<file path="src/hw/rtl/ttcw_pkg.sv">
// Shared types and constants of the text terminal cell writer.
// No dependencies.
package ttcw_pkg;

  localparam int CELL_ADDR_W = 15;

  localparam logic [7:0] CHAR_NEWLINE = 8'h0A;
  localparam logic [7:0] CHAR_SPACE   = 8'h20;
  localparam logic [3:0] FG_RESET     = 4'h7;
  localparam logic [3:0] BG_RESET     = 4'h0;

  localparam logic REG_FG = 1'b0;
  localparam logic REG_BG = 1'b1;

  typedef enum logic [1:0] {
    FUNC_PUT       = 2'd0,
    FUNC_BACKSPACE = 2'd1,
    FUNC_CLEAR     = 2'd2,
    FUNC_READ      = 2'd3
  } func_e_t;

  typedef struct packed {
    logic [1:0]  func;
    logic [7:0]  char_code;
    logic [10:0] cell_index;
  } in_t;

  typedef struct packed {
    logic [15:0] cell_word;
    logic [4:0]  cursor_row;
    logic [6:0]  cursor_col;
    logic        scrolled;
  } out_t;

  typedef struct packed {
    logic [3:0] fg;
    logic [3:0] bg;
  } cfg_t;

  typedef struct packed {
    logic                   we;
    logic [CELL_ADDR_W-1:0] waddr;
    logic [15:0]            wdata;
    logic [CELL_ADDR_W-1:0] raddr;
  } mem_req_t;

endpackage

</file>
<file path="src/hw/rtl/ttcw_ctrl.sv">
// Sequencer of the cell writer: cursor, put/backspace/read, scroll and fill sweeps,
// result register. Depends on ttcw_pkg; drives ttcw_mem through mem_req_t.
module ttcw_ctrl
  import ttcw_pkg::*;
#(
  parameter int ROWS = 25,
  parameter int COLS = 80
) (
  input  logic        clk,
  input  logic        rst_n,
  input  logic        in_valid,
  output logic        in_ready,
  input  in_t         in_data,
  output logic        out_valid,
  input  logic        out_ready,
  output out_t        out_data,
  input  cfg_t        cfg,
  output mem_req_t    mem_req,
  input  logic [15:0] mem_rdata
);

  localparam int CELLS = ROWS * COLS;
  localparam int RW    = $clog2(ROWS);
  localparam int CLW   = $clog2(COLS);
  localparam int CW    = $clog2(CELLS + 1);

  localparam logic [RW-1:0]  ROW_LAST   = RW'(ROWS - 1);
  localparam logic [CLW-1:0] COL_LAST   = CLW'(COLS - 1);
  localparam logic [CW-1:0]  CNT_LAST   = CW'(CELLS - 1);
  localparam logic [CW-1:0]  CNT_END    = CW'(CELLS);
  localparam logic [CW-1:0]  CNT_COLS   = CW'(COLS);
  localparam logic [CW-1:0]  CNT_BOTTOM = CW'(CELLS - COLS);

  typedef enum logic [5:0] {
    S_IDLE   = 6'b000001,
    S_EXEC   = 6'b000010,
    S_READ   = 6'b000100,
    S_SCROLL = 6'b001000,
    S_FILL   = 6'b010000,
    S_DONE   = 6'b100000
  } state_t;

  state_t         state_r, state_nxt;
  func_e_t        func_r, func_nxt;
  logic [7:0]     char_r, char_nxt;
  logic [10:0]    idx_r, idx_nxt;
  logic [RW-1:0]  row_r, row_nxt;
  logic [CLW-1:0] col_r, col_nxt;
  logic [CW-1:0]  cnt_r, cnt_nxt;
  logic           cp_valid_r, cp_valid_nxt;
  logic [CW-1:0]  cp_addr_r, cp_addr_nxt;
  logic           scrolled_r, scrolled_nxt;
  logic [15:0]    word_r, word_nxt;
  logic           emit_r, emit_nxt;
  logic           out_valid_r, out_valid_nxt;
  out_t           out_data_r, out_data_nxt;

  logic [CW-1:0]  pos_cur;
  logic [15:0]    blank;
  logic [15:0]    put_cell;

  assign pos_cur  = CW'(CW'(row_r) * CNT_COLS) + CW'(col_r);
  assign blank    = emit_r ? {cfg.bg, cfg.fg, CHAR_SPACE} : {BG_RESET, FG_RESET, CHAR_SPACE};
  assign put_cell = {cfg.bg, cfg.fg, char_r};

  always_comb begin
    state_nxt     = state_r;
    func_nxt      = func_r;
    char_nxt      = char_r;
    idx_nxt       = idx_r;
    row_nxt       = row_r;
    col_nxt       = col_r;
    cnt_nxt       = cnt_r;
    cp_valid_nxt  = cp_valid_r;
    cp_addr_nxt   = cp_addr_r;
    scrolled_nxt  = scrolled_r;
    word_nxt      = word_r;
    emit_nxt      = emit_r;
    out_valid_nxt = out_valid_r;
    out_data_nxt  = out_data_r;
    mem_req       = '0;

    if (out_valid_r && out_ready) begin
      out_valid_nxt = 1'b0;
    end

    case (state_r)
      S_IDLE: begin
        if (in_valid) begin
          func_nxt     = func_e_t'(in_data.func);
          char_nxt     = in_data.char_code;
          idx_nxt      = in_data.cell_index;
          scrolled_nxt = 1'b0;
          word_nxt     = '0;
          state_nxt    = S_EXEC;
        end
      end
      S_EXEC: begin
        state_nxt = S_DONE;
        case (func_r)
          FUNC_PUT: begin
            if (char_r != CHAR_NEWLINE) begin
              mem_req.we    = 1'b1;
              mem_req.waddr = CELL_ADDR_W'(pos_cur);
              mem_req.wdata = put_cell;
            end
            if (char_r == CHAR_NEWLINE || col_r == COL_LAST) begin
              col_nxt = '0;
              if (row_r == ROW_LAST) begin
                scrolled_nxt = 1'b1;
                cnt_nxt      = CNT_COLS;
                cp_valid_nxt = 1'b0;
                state_nxt    = S_SCROLL;
              end else begin
                row_nxt = row_r + 1'b1;
              end
            end else begin
              col_nxt = col_r + 1'b1;
            end
          end
          FUNC_BACKSPACE: begin
            if (pos_cur != '0) begin
              mem_req.we    = 1'b1;
              mem_req.waddr = CELL_ADDR_W'(pos_cur - 1'b1);
              mem_req.wdata = blank;
              if (col_r != '0) begin
                col_nxt = col_r - 1'b1;
              end else begin
                row_nxt = row_r - 1'b1;
                col_nxt = COL_LAST;
              end
            end
          end
          FUNC_CLEAR: begin
            row_nxt   = '0;
            col_nxt   = '0;
            cnt_nxt   = '0;
            emit_nxt  = 1'b1;
            state_nxt = S_FILL;
          end
          default: begin
            if (32'(idx_r) < CELLS) begin
              mem_req.raddr = CELL_ADDR_W'(idx_r);
              state_nxt     = S_READ;
            end
          end
        endcase
      end
      S_READ: begin
        word_nxt  = mem_rdata;
        state_nxt = S_DONE;
      end
      S_SCROLL: begin
        if (cp_valid_r) begin
          mem_req.we    = 1'b1;
          mem_req.waddr = CELL_ADDR_W'(cp_addr_r);
          mem_req.wdata = mem_rdata;
        end
        if (cnt_r == CNT_END) begin
          cp_valid_nxt = 1'b0;
          cnt_nxt      = CNT_BOTTOM;
          emit_nxt     = 1'b1;
          state_nxt    = S_FILL;
        end else begin
          mem_req.raddr = CELL_ADDR_W'(cnt_r);
          cp_valid_nxt  = 1'b1;
          cp_addr_nxt   = cnt_r - CNT_COLS;
          cnt_nxt       = cnt_r + 1'b1;
        end
      end
      S_FILL: begin
        mem_req.we    = 1'b1;
        mem_req.waddr = CELL_ADDR_W'(cnt_r);
        mem_req.wdata = blank;
        if (cnt_r == CNT_LAST) begin
          state_nxt = emit_r ? S_DONE : S_IDLE;
          emit_nxt  = 1'b1;
        end else begin
          cnt_nxt = cnt_r + 1'b1;
        end
      end
      S_DONE: begin
        if (!out_valid_r || out_ready) begin
          out_valid_nxt           = 1'b1;
          out_data_nxt.cell_word  = word_r;
          out_data_nxt.cursor_row = 5'(row_r);
          out_data_nxt.cursor_col = 7'(col_r);
          out_data_nxt.scrolled   = scrolled_r;
          state_nxt               = S_IDLE;
        end
      end
      default: begin
        state_nxt = S_IDLE;
      end
    endcase
  end

  always_ff @(posedge clk) begin
    if (!rst_n) begin
      state_r     <= S_FILL;
      row_r       <= '0;
      col_r       <= '0;
      cnt_r       <= '0;
      cp_valid_r  <= 1'b0;
      emit_r      <= 1'b0;
      out_valid_r <= 1'b0;
    end else begin
      state_r     <= state_nxt;
      row_r       <= row_nxt;
      col_r       <= col_nxt;
      cnt_r       <= cnt_nxt;
      cp_valid_r  <= cp_valid_nxt;
      emit_r      <= emit_nxt;
      out_valid_r <= out_valid_nxt;
    end
  end

  always_ff @(posedge clk) begin
    func_r     <= func_nxt;
    char_r     <= char_nxt;
    idx_r      <= idx_nxt;
    cp_addr_r  <= cp_addr_nxt;
    scrolled_r <= scrolled_nxt;
    word_r     <= word_nxt;
    out_data_r <= out_data_nxt;
  end

  assign in_ready  = (state_r == S_IDLE);
  assign out_valid = out_valid_r;
  assign out_data  = out_data_r;

endmodule

</file>
<file path="config.mk">
export PLATFORM = sky130hd
export DESIGN_NAME = ttcw_ctrl
export DESIGN_NICKNAME = d
export VERILOG_FILES = /design/src/hw/rtl/ttcw_pkg.sv /design/src/hw/rtl/ttcw_ctrl.sv
export SDC_FILE = /design/constraint.sdc
export NUM_CORES = 1
export LEC_CHECK = 0
export ABC_AREA = 0
export BUFFER_PORTS_ARGS = -buffer_cell sky130_fd_sc_hd__buf_2
export CAP_MARGIN = 30
export CORE_MARGIN = 5
export CORE_UTILIZATION = 56
export CTS_CLUSTER_SIZE = 40
export DETAILED_ROUTE_END_ITERATION = 16
export HOLD_SLACK_MARGIN = 0.15
export PLACE_DENSITY = 0.88
export SLEW_MARGIN = 20
export SYNTH_ARGS = -nofsm -noshare
export SYNTH_HDL_FRONTEND = slang
export SYNTH_SLANG_ARGS = --single-unit
export TNS_END_PERCENT = 10
</file>
<file path="constraint.sdc">
create_clock -name clk -period 4.1 [get_ports clk]
set_input_delay 0.41 -clock clk [delete_from_list [all_inputs] [get_ports clk]]
set_output_delay 0.41 -clock clk [all_outputs]
set_load 0.02 [all_outputs]
</file>
==> metrics.txt <==
status=complete, no violations; synthesized netlist cell count=571; Netlist Area Pre-Place=6176 µm²; worst slew pin tran=0.9360 ns; ant diodes=0; routability cong.=0.9412; global-route wire length before repair=24.83 mm; setup ws final=0.07948 ns; max incr delay on CP=0.53 ns; leakage power=3.027 nW; final-layout fill cell count=831; unrepaired setup endpoints after global routing=yes; Tcrit/Tclk final=98.06%; Worst Setup Start Kind=flip-flop; CP Capture Type=primary output; Synth Flop Type=edfxtp_1; Area growth, synth to finish=15.62%; layout cells sized above 1=26.24%; Detailed Place HPWL=12.09 mm; slowest CP cell=a2111oi_1; Fin Clk Skew=0.01112 ns; IO Pins=127; kind of critical path=flip-flop to primary output; TritonCTS clock tree=done; drt first pass iters=8; Core ar.=10840 µm²; initial DRC count=510; fmax=248.7 MHz; WL met1=6.024 mm; highest routed layer=met4; Yosys warnings=0; Die Area=13230 µm²; Post-CTS Setup Bufs=0; hold_buf cts=0; leading cell type in the layout, fill and taps excluded=buf_2; Routed WL=16.12 mm; die height=115.0 µm; fin crit period=4.021 ns; R2R Setup Slk=0.88 ns; clock-pin slew on the worst setup and hold paths=0.12 ns; final net count=760; sequential share of the synthesized area=48.30%; EDFF count, synth=78; IO Port Bufs=122; VDD IR-drop max=0.3739 mV; row count=38; CP required=3.69 ns; Slew Limit Fails=0; relative slew slack=37.60%; htree depth=3; GRT Total Usage=23.74%; pwr dens=377.9 nW/µm²; remaining antenna violation count=0; Fin Hold WS=0.1914 ns; Fin. Hold Viols=0; commonest cells after routing, fill and taps aside=buf_2, edfxtp_1, nand2_1; die extent in x=115.0 µm; largest net degree at the start of global routing=30; DRC Markers=0; multi-input gate area in the final layout=2988 µm²; Clock Sinks=110; critical path arrival=3.61 ns; grt total ovfl=0; Final setup viols=0; crit path max fanout=13; detailed route wirelength on metal2=8.204 mm; total chip power=0.002699 W; Reg area=2989 µm²; cells along the critical path=ha_1 > ha_1 > fa_1 > xnor2_4 > nand2b_1 > a211oi_4 > o211ai_4 > a2111oi_1 > nor3_1 > buf_2; Clock Latency Late Sink=0.38 ns; TritonCTS buffer count=9; wire per inst=19.52 µm; Hold Crit Class=primary input to flip-flop; Avg Inst Size Synth=10.82 µm²; Crit path top cell by count=ha_1; synthesized flop and latch total=110; wire length on met3=1.506 mm; Post-synth ARST share=0%; number of max-cap violations=0; Crit path max-delay family=compound AO/OA/AOI/OAI gates; initial antenna violation count=0; Vias=5217; vias in the first global route=5015; synth unique cells=73; Clock Tree Root=clkbuf_8; Worst Setup Slack post-DPL=0.1373 ns; clk buf depth=2; Initial Util=56.97%; vias per cell=6.316; worst path bufs/invs=1
==> cell usage after synthesis (all sizes together), types with 8 or more instances <==
| cell | number | area share [%] |
|---|---|---|
| a21oi | 23 | 1.9 |
| a22o | 18 | 2.6 |
| edfxtp | 78 | 38 |
| dfxtp | 32 | 10 |
| nand2 | 39 | 2.4 |
| ha | 27 | 5.5 |
| xnor2 | 15 | 2.2 |
| a222oi | 8 | 1.3 |
| clkbuf | 19 | 1.2 |
| o211ai | 13 | 1.7 |
| inv | 22 | 1.3 |
| nor4 | 8 | 1.1 |
| and3 | 10 | 1.1 |
| nor3 | 16 | 1.6 |
| a22oi | 11 | 1.3 |
| o21ai | 29 | 2.4 |
| nor2 | 37 | 2.2 |
| nand3 | 17 | 1.4 |
| buf | 18 | 1.9 |
| and2 | 19 | 1.9 |
==> timing repair <==
action / 4_1_cts / 5_1_grt
resized for setup: 4 / 16
setup endpoints to repair: 21 / 13
pin swaps: 0 / 1
==> stage by stage <==
step / setup TNS, ns / utilization (%) / area [µm²] / instances
floorplan: 0 / - / 6187 / 574
finish: 0 / 65.87 / 7141 / 826
detailed placement: 0 / 63.42 / 6875 / 810
global route: -0.1098 / 65.87 / 7141 / 826
global placement: 0 / 63.22 / 6853 / 808
CTS: 0 / 65.43 / 7093 / 826
==> state kept, by name, summed over array words and instances (netlist names) <==
name and flops:
cp_valid_r 1, scrolled_r 1, row_r 5, cp_addr_r 11, col_r 7, cnt_r 11, func_r 2, out_data 29
char_r 8, emit_r 1, word_r 16, out_valid 1, state_r 6, idx_r 11
==> power breakdown <==
| part | internal, W | total [W] | leakage, nW | switching [W] |
|---|---|---|---|---|
| Combinational | 0.000269 | 0.000772 | 1.92 | 0.000503 |
| Clock | 0.000243 | 0.000660 | 0.0979 | 0.000417 |
| Sequential | 0.00121 | 0.00127 | 1.00 | 0.0000528 |
==> layer usage <==
| layer | vias to the layer above | GRT usage [%] |
|---|---|---|
| met1 | 2459 | 29.82 |
| met4 | 0 | 8.998 |
| met2 | 336 | 40.93 |
| met3 | 48 | 4.211 |
| li1 | 2374 | - |
| met5 | - | 0 |
==> final timing paths <==
| check | from | endpoint | cells past startpoint |
|---|---|---|---|
| max | row_r[1] | mem_req[24] | 10 |
| min | in_data[1] | idx_r[1] | 1 |
| max reg2reg | row_r[1] | col_r[5] | 9 |
| min reg2reg | scrolled_r | out_data[0] | 0 |
==> kinds of logic (layout without fill, tap and decap cells) <==
family | Yosys count | count (layout) | share of synthesized area (%)
multiplexers | 5 | 5 | 0.8104
adder cells (fa/ha/maj) | 30 | 30 | 6.442
AO/OA/AOI/OAI | 156 | 156 | 19.67
XOR/XNOR | 24 | 24 | 3.991
flip-flops | 110 | 110 | 48.30
buffers and inverters | 59 | 171 | 4.417
other | 1 | 4 | 0.06072
AND/OR/NAND/NOR | 186 | 186 | 16.31
==> final cells by class <==
class	instances	area share, %
clock buffers	9	1.735
flip-flops and latches	110	41.86
multi-input cells	405	41.84
inverters	22	1.156
well taps	140	2.453
clock inverters	7	1.086
repair buffers	133	9.865
Note: power is estimated with default switching activity, not from simulation.
